[config.mk]
export PLATFORM = sky130hd
export DESIGN_NAME = lbs_ctrl
export DESIGN_NICKNAME = d
export VERILOG_FILES = /design/src/rtl/lbs_pkg.sv /design/src/rtl/lbs_ctrl.sv
export SDC_FILE = /design/constraint.sdc
export NUM_CORES = 1
export LEC_CHECK = 0
export ABC_AREA = 1
export BUFFER_PORTS_ARGS = -buffer_cell sky130_fd_sc_hd__buf_4
export CORE_MARGIN = 8
export CORE_UTILIZATION = 41
export DETAILED_ROUTE_END_ITERATION = 7
export MAX_ROUTING_LAYER = met4
export PLACE_DENSITY = 0.75
export SETUP_SLACK_MARGIN = 0.05
export SLEW_MARGIN = 20
export SYNTH_ARGS = -nofsm -noshare
export SYNTH_HDL_FRONTEND = slang
export SYNTH_SLANG_ARGS = --single-unit
[constraint.sdc]
create_clock -name clock -period 1.4 [get_ports clock]
set_input_delay 0.21 -clock clock [delete_from_list [all_inputs] [get_ports clock]]
set_output_delay 0.21 -clock clock [all_outputs]
set_load 0.02 [all_outputs]
[src/rtl/lbs_pkg.sv]
// Shared types and codes for the linear blend skinning block.
`default_nettype none

package lbs_pkg;

   // Item kinds carried in the request tuser field.
   localparam logic [1:0] ACT_POSE = 2'd0;
   localparam logic [1:0] ACT_BIND = 2'd1;
   localparam logic [1:0] ACT_TERM = 2'd2;

   // Which product a row operation in the datapath belongs to.
   typedef enum logic [1:0] {
      PH_BIND,
      PH_POSE,
      PH_WEIGHT
   } phase_type;

   // Commands from the controller to the datapath.
   typedef struct packed {
      logic      wr_pose;
      logic      wr_bind;
      logic      latch;
      logic      issue;
      phase_type phase;
      logic [1:0] row;
      logic      emit;
   } lbs_cmd_type;

   // Status from the datapath to the controller.
   typedef struct packed {
      logic out_busy;
   } lbs_stat_type;

endpackage

`default_nettype wire

[src/rtl/lbs_ctrl.sv]
// Sequencer for the skinning block: accepts words and steps the datapath.
`default_nettype none

module lbs_ctrl #(
   parameter int JOINT_COUNT = 32
) (
   input  wire logic                 clock,
   input  wire logic                 reset,
   input  wire logic                 req_valid,
   output logic                      req_ready,
   input  wire logic [1:0]           action,
   input  wire logic [4:0]           joint,
   input  wire logic [15:0]          weight,
   input  wire logic                 last,
   input  wire lbs_pkg::lbs_stat_type stat,
   output lbs_pkg::lbs_cmd_type      cmd
);

   typedef enum logic [2:0] {
      ST_IDLE,
      ST_BIND,
      ST_GAP1,
      ST_POSE,
      ST_GAP2,
      ST_WEIGHT,
      ST_DRAIN,
      ST_EMIT
   } state_type;

   state_type  state_ff, state_in;
   logic [1:0] cnt_ff, cnt_in;
   logic       last_ff, last_in;
   logic       accept;
   logic       in_range;

   assign req_ready = (state_ff == ST_IDLE) && !reset;
   assign accept    = req_valid && req_ready;
   assign in_range  = ({4'b0, joint} < 9'(JOINT_COUNT));

   always_comb begin
      state_in = state_ff;
      cnt_in   = cnt_ff;
      last_in  = last_ff;

      cmd         = '0;
      cmd.phase   = lbs_pkg::PH_BIND;
      cmd.row     = cnt_ff;
      cmd.wr_pose = accept && (action == lbs_pkg::ACT_POSE) && in_range;
      cmd.wr_bind = accept && (action == lbs_pkg::ACT_BIND) && in_range;
      cmd.latch   = accept && (action == lbs_pkg::ACT_TERM);

      unique case (state_ff)
         ST_IDLE: begin
            if (cmd.latch) begin
               last_in = last;
               cnt_in  = '0;
               // A term that contributes nothing still closes the vertex.
               if (in_range && (weight != '0)) begin
                  state_in = ST_BIND;
               end else if (last) begin
                  state_in = ST_EMIT;
               end
            end
         end
         ST_BIND: begin
            cmd.issue = 1'b1;
            cmd.phase = lbs_pkg::PH_BIND;
            cnt_in    = cnt_ff + 2'd1;
            if (cnt_ff == 2'd3) begin
               state_in = ST_GAP1;
               cnt_in   = '0;
            end
         end
         ST_GAP1: begin
            cnt_in = cnt_ff + 2'd1;
            if (cnt_ff == 2'd1) begin
               state_in = ST_POSE;
               cnt_in   = '0;
            end
         end
         ST_POSE: begin
            cmd.issue = 1'b1;
            cmd.phase = lbs_pkg::PH_POSE;
            cnt_in    = cnt_ff + 2'd1;
            if (cnt_ff == 2'd2) begin
               state_in = ST_GAP2;
               cnt_in   = '0;
            end
         end
         ST_GAP2: begin
            cnt_in = cnt_ff + 2'd1;
            if (cnt_ff == 2'd1) begin
               state_in = ST_WEIGHT;
               cnt_in   = '0;
            end
         end
         ST_WEIGHT: begin
            cmd.issue = 1'b1;
            cmd.phase = lbs_pkg::PH_WEIGHT;
            state_in  = ST_DRAIN;
            cnt_in    = '0;
         end
         ST_DRAIN: begin
            cnt_in = cnt_ff + 2'd1;
            if (cnt_ff == 2'd2) begin
               state_in = last_ff ? ST_EMIT : ST_IDLE;
               cnt_in   = '0;
            end
         end
         ST_EMIT: begin
            if (!stat.out_busy) begin
               cmd.emit = 1'b1;
               state_in = ST_IDLE;
            end
         end
         default: begin
            state_in = ST_IDLE;
         end
      endcase
   end

   always_ff @(posedge clock) begin
      if (reset) begin
         state_ff <= ST_IDLE;
         cnt_ff   <= '0;
         last_ff  <= 1'b0;
      end else begin
         state_ff <= state_in;
         cnt_ff   <= cnt_in;
         last_ff  <= last_in;
      end
   end

endmodule

`default_nettype wire

==> results.md, run 1 <==
* Status: complete, but fails checks
* Failing checks: negative setup slack
* Pwr dens at between 1000 and 1500 nW/µm²
* Switching pwr at a little under 700 µW
* Relative slew margins at 0.862
* Crit path capture type: primary output
* Clk Latency, worst-skew pair at 0.24 ns
* Top Ports at 38
* Synth cell types at 18
* Congestion Overflow GR at 0
* Setup ws final at -0.0160 ns
* Antenna viol nets, final at 0
* Number of hold buffers added after cts at 0
* DIE HEIGHT at 54.9 µm
* Reg power frac at 0.205
* Routed WL at just over 2000 µm
* Data required, critical path at between 1 and 1.5 ns
* CP Max Fanout at 3
* Clk slew on worst S/H paths at roughly 0.040 ns
* Setup violators final at 2
* Starting Density at 0.423
* Combinational fraction of design power at 0.691
* Leading cell types in the layout, fill and taps excluded: 39 x buf_4, 25 x nor2_1, 25 x nand2_1, 9 x inv_1, 7 x a21oi_1
* Ys Warns at 0
* Crit path DAT at ~1.2 ns
* Total of max-cap violations at 0
* Fin crit share at 1.01
* HP Class: input pin to flop
* Half-perimeter wire length after placement at about 1600 µm
* Top achievable clock speed at 706 MHz
* Layout Nets at roughly 190
* Clock Path Buffers at 2
* Clk sinks at 6
* Yosys reg bits at 6
* DRT iter0 DRCs at 14
* DR vias/cell at around 5
* Peak VDD IR at 0.000859 V
* Row count at 14
* Die width at around 55 µm
* Largest net degree at the start of global routing at 7
* Synthesized area at 622 µm²
* Final total power at about 1.5 mW
* Gr usage total at 0.141
* Seq/Total Area, Yosys at 0.193
* Critical path class: flop to primary output
* Via Count at about 820
* Initial antenna violation count at 0
* Pint at 778 µW
* Clock skew at 0.00461 ns
* Synth Instances at ~110
* Worst hold slack at approximately 0.22 ns
* Clk network pwr share at 0.104
* WL per Instance at between 10 and 15 µm
* Max incr delay on CP at 0.33 ns
* TritonRoute pass-1 iters at 4
* Switching Share at 0.470
* Die ar. at 3020 µm²
* Commonest non-fill, non-tap cell in the layout: buf_4
* LEAKAGE at approximately 0.56 nW
* Slowest CP cell: dfxtp_2
* Root buffer cell: clkbuf_4
* Routability congestion estimate at between 0.8 and 0.9
* Post-layout minimum cycle time at around 1.4 ns
* Diodes inserted at 0
* Port Buf Inserts at 32
* Worst-Margin Slew at between 0.2 and 0.25 ns
* Core Region at 1470 µm²
* DRC at 0
* CTS tree: yes
* Total CTS buffers at 3
* Net Count, Synth at 140
* Crit path launch type: flop
* Critical path's top delay family: simple AND/OR/NAND/NOR gates
* H-Tree Depth at 1
* Pre-CTS WS at ~0.054 ns
* CP cell instances: inv_2 > nand3_4 > nor2_4 > nand2_4 > nor3_4 > buf_6
* Final Max Slew Viols at 0
* Final Hold Fails at 0
* First-pass GRT wire length at a little over 3000 µm
* Buf/Inv on CP at 2
* Synthesized area per cell at between 5 and 6 µm²
* Layout cells sized above 1 at 0.457
* Vias in the first global route at 795
* RSZ-0062 raised after global routing: true
* Area Overhead vs Synth at 71.2%
-- final timing paths --
kind                                  start     endpoint  slack, ns  cells after the start
worst max-delay path            state_ff[1]       cmd[8]      -0.02                      6
worst min-delay path                   last      last_ff       0.22                      3
worst min register to register    cnt_ff[0]    cnt_ff[0]       0.51                      2
worst max register to register  state_ff[1]  state_ff[1]       0.02                     11
-- through the flow --
stage                util  TNS, ns  instance area [µm²]  cells
floorplan               -        0                  662    106
global placement    0.627        0                  922    154
detailed placement  0.627        0                  922    154
CTS                 0.722  -0.0618                 1060    167
global route        0.724   -0.436                 1060    167
finish              0.724  -0.0272                 1060    167
-- per-layer routing --
metal / GRT usage / wire, µm / vias up
li1: - / - / 426
met1: 0.134 / 786 / 346
met2: 0.266 / 1000 / 42
met3: 0.0267 / 257 / 5
met4: 0.0640 / 20 / 0
met5: - / 0 / -
-- kinds of logic (layout without fill, tap and decap cells) --
kind of cell	after synthesis	count (layout)	share of synthesized area
DFF	6	6	0.193
AOI/OAI and AO/OA	10	10	0.111
adders and majority gates	6	6	0.121
and+or+nand+nor	69	69	0.485
buffers and inverters	15	60	0.0905
-- cells in the mapped netlist --
master / instances / area, µm²
nand2_1: 27 / 101
nor2_1: 27 / 101
inv_1: 11 / 41.3
a21oi_1: 7 / 35.0
dfxtp_1: 6 / 120
ha_1: 6 / 75.1
inv_2: 3 / 11.3
nand3_1: 3 / 15.0
nand3_2: 3 / 30.0
nand2_2: 2 / 12.5
nand4_1: 2 / 12.5
nor2_2: 2 / 12.5
nor3_1: 2 / 10.0
and3_1: 1 / 6.26
clkinv_1: 1 / 3.75
o211ai_1: 1 / 7.51
o21ai_0: 1 / 5.00
o31ai_4: 1 / 21.3
-- registers in the layout (all words and copies together) (netlist names) --
register  flops
cnt_ff        2
state_ff      3
last_ff       1
-- power groups by stage --
| stage | Combinational (mW) | Clock, mW | Sequential [mW] |
|---|---|---|---|
| after global placement | 0.803 | 0 | 0.291 |
| after CTS | 1.00 | 0.162 | 0.292 |
| after global routing | 1.12 | 0.168 | 0.307 |
| final | 1.01 | 0.152 | 0.301 |
| after detailed placement | 0.814 | 0 | 0.295 |
| after floorplan | 0.563 | 0 | 0.306 |
-- worst register-to-register path: stages, from the launching register on --
cell	delay (ns)
dfxtp_2	0.35
inv_2	0.06
buf_4	0.14
nand2_2	0.08
nor2_1	0.07
nand2_2	0.06
nand2_1	0.06
nor2_2	0.11
nand3_2	0.13
nand2_1	0.09
nand2_1	0.04
nor2_1	0.10
-- cell type report --
| class | instances | area, µm² |
|---|---|---|
| timing repair buffer | 42 | 327 |
| tap | 16 | 20.0 |
| sequential | 6 | 131 |
| fill | 122 | 407 |
| clock buffer | 3 | 22.5 |
| multi-input combinational | 85 | 505 |
| inverter | 15 | 58.8 |
-- timing repair --
| item | CTS | global route |
|---|---|---|
| buffers inserted | 10 | 0 |
| gates cloned | 0 | 0 |
| pin swaps | 6 | 3 |
| setup endpoints to repair | 6 | 9 |
| resized for setup | 15 | 1 |
| hold endpoints to repair | 0 | 0 |
(Power assumes the default switching activity.)
==> run 2: changes to the inputs <==
--- a/config.mk
+++ b/config.mk
@@ -7,7 +7,7 @@
 export LEC_CHECK = 0
 export ABC_AREA = 1
 export BUFFER_PORTS_ARGS = -buffer_cell sky130_fd_sc_hd__buf_4
-export CORE_MARGIN = 8
+export CORE_MARGIN = 2
 export CORE_UTILIZATION = 41
 export DETAILED_ROUTE_END_ITERATION = 7
 export MAX_ROUTING_LAYER = met4
==> results.md, run 2 (synthesis results as in run 1) <==
* Area Overhead vs Synth at 80.3%
* Routed WL at 1960 µm (-5.0%)
* Critical path's top delay family: simple AND/OR/NAND/NOR gates
* CP endpoint: cmd[7]
* H-Tree Depth at 1 (unchanged)
* DIE HEIGHT at 42.9 µm (-22%)
* Die width at 42.9 µm (-22%)
* Total of max-cap violations at 0 (unchanged)
* Top achievable clock speed at 699 MHz (-0.96%)
* R2R Path Start: state_ff[1]
* R2r setup slk at 0.05 ns (+0.03 ns)
* DR vias/cell at 5.21 (+6.2%)
* Buf/Inv on CP at 2 (unchanged)
* Via Count at 875 (+6.8%)
* Initial antenna violation count at 0 (unchanged)
* Setup ws final at -0.0298 ns (-0.0137 ns)
* Root buffer cell: clkbuf_4
* Peak VDD IR at 0.000895 V (+4.2%)
* Relative slew margins at 0.838 (-0.0238)
* Clock Path Buffers at 2 (unchanged)
* Congestion Overflow GR at 0 (unchanged)
* Half-perimeter wire length after placement at 1320 µm (-16%)
* HP Class: input pin to flop
* LEAKAGE at 0.570 nW (+1.7%)
* Worst flop-to-flop path endpoint: state_ff[1]
* Crit path capture type: primary output
* Final Hold Fails at 0 (unchanged)
* Port Buf Inserts at 32 (unchanged)
* Row count at 14 (unchanged)
* Total CTS buffers at 3 (unchanged)
* DRC at 0 (unchanged)
* Layout Nets at 188 (+0.53%)
* Layout cells sized above 1 at 0.480 (+0.0233)
* Largest net degree at the start of global routing at 7 (unchanged)
* Antenna viol nets, final at 0 (unchanged)
* Footprint of the multi-input gates at 538 µm² (+6.4%)
* Starting Density at 0.423 (unchanged)
* Worst-Margin Slew at 0.243 ns (+0.0364 ns)
* Clock skew at 0.000626 ns (-0.00398 ns)
* Data required, critical path at 1.19 ns (about the same)
* Max incr delay on CP at 0.36 ns (+0.03 ns)
* Crit path launch type: flop
* RSZ-0062 raised after global routing: true
* Vias in the first global route at 756 (-4.9%)
* Crit path DAT at 1.22 ns (about the same)
* Final Max Slew Viols at 0 (unchanged)
* Fillers at 113 (-7.4%)
* Register area at 134 µm² (+1.9%)
* Fin crit share at 1.02 (+0.00980)
* Gr usage total at 0.223 (+0.0817)
* CP Max Fanout at 5 (+2)
* Diodes inserted at 0 (unchanged)
* Worst setup startpoint: state_ff[1]
* Post-layout minimum cycle time at 1.43 ns (+0.0137 ns)
* Status: complete, but fails checks
* Final total power at 1.56 mW (+6.6%)
* Util after Layout at 0.762 (+0.0383)
* Setup violators final at 2 (unchanged)
* R2r worst-path depth at 10 (-1)
* Max reg flops at 3 (unchanged)
* Pwr dens at 1390 nW/µm² (+1.2%)
* TritonRoute pass-1 iters at 4 (unchanged)
* Failing checks: negative setup slack
* Worst hold slack at 0.207 ns (-0.00985 ns)
* Top Ports at 38 (unchanged)
* Slowest CP cell: dfxtp_4
* Clk slew on worst S/H paths at 0.04 ns (about the same)
* WL per Instance at 11.7 µm (-5.6%)
* Commonest non-fill, non-tap cell in the layout: buf_4
* Largest registers: state_ff x3, cnt_ff x2, last_ff x1
* Critical path depth at 6 (unchanged)
* Clk Latency, worst-skew pair at 0.24 ns (about the same)
* First-pass GRT wire length at 3080 µm (-0.45%)
* Clk sinks at 6 (unchanged)
* DRT iter0 DRCs at 29 (+15)
* Leading cell types in the layout, fill and taps excluded: 37 x buf_4, 24 x nand2_1, 22 x nor2_1, 10 x inv_1, 7 x a21oi_1
* Die ar. at 1840 µm² (-39%)
* Biggest register: state_ff
* Critical path class: flop to primary output
* Core Region at 1470 µm² (unchanged)
* CP cell instances: inv_4 > nand3_4 > nor2_4 > nand2_4 > nor3_4 > buf_6
* Routability congestion estimate at 0.848 (-5.0%)
* CTS tree: yes
-- run 2: changes by cell type in the layout (fill, tap and decap cells not counted), moves of 2 or more --
| cell | before | now |
|---|---|---|
| buf_6 | 3 | 6 |
| nor2_1 | 25 | 22 |
| nor2_4 | 3 | 6 |
| buf_4 | 39 | 37 |
| inv_2 | 4 | 2 |
-- run 2: power by group --
group	switching [mW]	total [mW]	internal, mW
clock network	0.0569	0.153	0.0966
logic	0.609	1.10	0.489
registers	0.0727	0.311	0.239
total	0.738	1.56	0.825
-- run 2: cell type report --
| type | instances | share of cell area |
|---|---|---|
| flip-flops and latches | 6 | 0.119 |
| clock buffers | 3 | 0.0201 |
| multi-input cells | 85 | 0.480 |
| inverters | 15 | 0.0547 |
| repair buffers | 43 | 0.308 |
| well taps | 16 | 0.0179 |
-- run 2: timing repair --
action,4_1_cts,5_1_grt
gates resized for setup,13,15
pin swaps,4,4
hold buffers,0,0
endpoints found under the setup margin,4,11
buffers inserted,9,2
-- run 2: through the flow --
| stage | std cells | area (µm²) | setup TNS, ns | worst slack [ns] |
|---|---|---|---|---|
| finish | 168 | 1120 | -0.0559 | -0.0298 |
| CTS | 166 | 1050 | -0.105 | -0.0411 |
| global placement | 154 | 922 | 0 | 0.101 |
| detailed placement | 154 | 922 | 0 | 0.0642 |
| global route | 168 | 1120 | -0.401 | -0.0956 |
| floorplan | 106 | 662 | 0 | 0.0562 |
-- run 2: worst min path at each step --
stage	from	end	slack, ns	depth (start not counted)
after floorplan	reset	cnt_ff[0]	0.27	1
after global placement	reset	cnt_ff[1]	0.46	2
final	reset	cnt_ff[0]	0.21	2
after global routing	reset	cnt_ff[0]	0.21	2
after detailed placement	reset	cnt_ff[0]	0.46	2
after CTS	reset	cnt_ff[0]	0.21	2
-- run 2: metal layers --
metal / GRT usage / part of all wire
met2: 0.385 / 0.53
met1: 0.250 / 0.37
met5: - / 0
met3: 0.0213 / 0.080
met4: 0.121 / 0.019
==> run 3: changes to the inputs <==
--- a/config.mk
+++ b/config.mk
@@ -12,7 +12,6 @@
 export DETAILED_ROUTE_END_ITERATION = 7
 export MAX_ROUTING_LAYER = met4
 export PLACE_DENSITY = 0.75
-export SETUP_SLACK_MARGIN = 0.05
 export SLEW_MARGIN = 20
 export SYNTH_ARGS = -nofsm -noshare
 export SYNTH_HDL_FRONTEND = slang
==> results.md, run 3 (synthesis results as in run 1) <==
* Status: complete, but fails checks
* Commonest non-fill, non-tap cell in the layout: buf_4
* Root buffer cell: clkbuf_4
* Final total power at 1.57 mW (+0.16%)
* Top achievable clock speed at 691 MHz (-1.1%)
* Setup violators final at 3 (+1)
* Clk sinks at 6 (unchanged)
* Relative slew margins at 0.843 (+0.00490)
* H-Tree Depth at 1 (unchanged)
* DR vias/cell at 4.99 (-4.2%)
* Peak VDD IR at 0.000929 V (+3.8%)
* Via Count at 823 (-5.9%)
* Initial antenna violation count at 0 (unchanged)
* Worst-Margin Slew at 0.236 ns (-0.00735 ns)
* Post-layout minimum cycle time at 1.45 ns (+0.0165 ns)
* Routed WL at 1900 µm (-3.0%)
* CTS tree: yes
* DRC at 0 (unchanged)
* Crit path launch type: flop
* CP endpoint: cmd[7]
* Clock Path Buffers at 2 (unchanged)
* Crit path DAT at 1.24 ns (+0.02 ns)
* Clock skew at 0.00113 ns (+0.000500 ns)
* WL per Instance at 11.5 µm (-1.2%)
* TritonRoute pass-1 iters at 4 (unchanged)
* DRT iter0 DRCs at 11 (-62%)
* Gr usage total at 0.205 (-0.0174)
* Largest registers: state_ff x3, cnt_ff x2, last_ff x1
* Congestion Overflow GR at 0 (unchanged)
* HP Class: input pin to flop
* R2r worst-path depth at 9 (-1)
* Clk slew on worst S/H paths at 0.04 ns (about the same)
* Vias in the first global route at 742 (-1.9%)
* Diodes inserted at 0 (unchanged)
* Worst flop-to-flop path endpoint: state_ff[1]
* Die width at 42.9 µm (unchanged)
* Fin crit share at 1.03 (+0.0118)
* Setup ws final at -0.0463 ns (-0.0165 ns)
* Crit path capture type: primary output
* Total CTS buffers at 3 (unchanged)
* First-pass GRT wire length at 2820 µm (-8.5%)
* Core Region at 1470 µm² (unchanged)
* Layout Nets at 185 (-1.6%)
* Util after Layout at 0.743 (-0.0187)
* Pwr dens at 1430 nW/µm² (+2.7%)
* Data required, critical path at 1.19 ns (about the same)
* Half-perimeter wire length after placement at 1310 µm (-0.40%)
* RSZ-0062 raised after global routing: true
* CP Max Fanout at 6 (+1)
* Fillers at 122 (+8.0%)
* Starting Density at 0.423 (unchanged)
* Post-route insts no fill at 165 (-1.8%)
* Routability congestion estimate at 0.845 (-0.33%)
* Antenna viol nets, final at 0 (unchanged)
* Number of hold buffers added after cts at 0 (unchanged)
* Port Buf Inserts at 32 (unchanged)
* Top Ports at 38 (unchanged)
* Leading cell types in the layout, fill and taps excluded: 36 x buf_4, 23 x nor2_1, 19 x nand2_1, 9 x nand2_2, 9 x inv_1
* R2R Path Start: state_ff[2]
* Failing checks: negative setup slack
* Fin Setup TNS at -0.0845 ns (-0.0286 ns)
* Final Max Slew Viols at 0 (unchanged)
* Critical path class: flop to primary output
* Area Overhead vs Synth at 75.9%
* Worst setup startpoint: state_ff[2]
* Total of max-cap violations at 0 (unchanged)
* Die ar. at 1840 µm² (unchanged)
* R2r setup slk at 0.04 ns (about the same)
* DIE HEIGHT at 42.9 µm (unchanged)
* Placed insts at 154 (unchanged)
* Largest net degree at the start of global routing at 7 (unchanged)
* Final Hold Fails at 0 (unchanged)
* Biggest register: state_ff
* Max reg flops at 3 (unchanged)
* Layout cells sized above 1 at 0.503 (+0.0231)
* LEAKAGE at 0.556 nW (-2.5%)
* Clk Latency, worst-skew pair at 0.24 ns (about the same)
* Row count at 14 (unchanged)
==> run 3: cell count changes in the layout (fill, tap and decap cells not counted), sizes merged <==
cell  change
buf       -3
==> run 3: worst min path at each step <==
stage / slack [ns] / to / startpoint / cells after the start
final: 0.22 / cnt_ff[0] / reset / 2
after global routing: 0.22 / cnt_ff[1] / reset / 2
after CTS: 0.22 / cnt_ff[1] / reset / 2
after detailed placement: 0.47 / last_ff / last / 3
after global placement: 0.46 / cnt_ff[1] / reset / 2
after floorplan: 0.27 / cnt_ff[1] / reset / 1
==> run 3: final cells by class <==
type	count	area (µm²)	share of cell area
clock buffers	3	22.5	0.0206
inverters	15	63.8	0.0584
multi-input cells	85	538	0.492
flip-flops and latches	6	134	0.122
well taps	16	20.0	0.0183
repair buffers	40	315	0.288
==> run 3: power breakdown <==
part | internal (mW) | switching, mW
combinational | 0.480 | 0.611
sequential | 0.239 | 0.0838
clock | 0.0965 | 0.0552
total | 0.815 | 0.750
==> run 3: timing repair <==
| item | CTS | global route |
|---|---|---|
| pin swaps | 2 | 7 |
| setup buffers | 8 | 0 |
| endpoints found under the setup margin | 4 | 8 |
| gates resized for setup | 10 | 21 |
==> run 3: metrics by stage <==
stage / hold WS, ns / instance area (µm²) / setup WS, ns
3_3_place_gp: 0.458 / 921 / 0.0697
2_1_floorplan: 0.272 / 661 / 0.0163
6_report: 0.222 / 1090 / -0.0463
3_5_place_dp: 0.466 / 921 / 0.0332
5_1_grt: 0.217 / 1090 / -0.0882
4_1_cts: 0.215 / 1040 / -0.0445
==> run 3: worst max-delay path, cell delays in order (launching register included) <==
cell	delay [ns]
dfxtp_4	0.37
inv_4	0.08
nand3_4	0.07
nor2_4	0.12
nand2_4	0.09
nor3_4	0.12
buf_6	0.14
==> run 3: routing by layer <==
| layer | share of wire | track usage |
|---|---|---|
| met1 | 0.40 | 0.210 |
| met2 | 0.54 | 0.385 |
| met3 | 0.055 | 0.0213 |
| met4 | 0.0053 | 0.0970 |
| met5 | 0 | - |
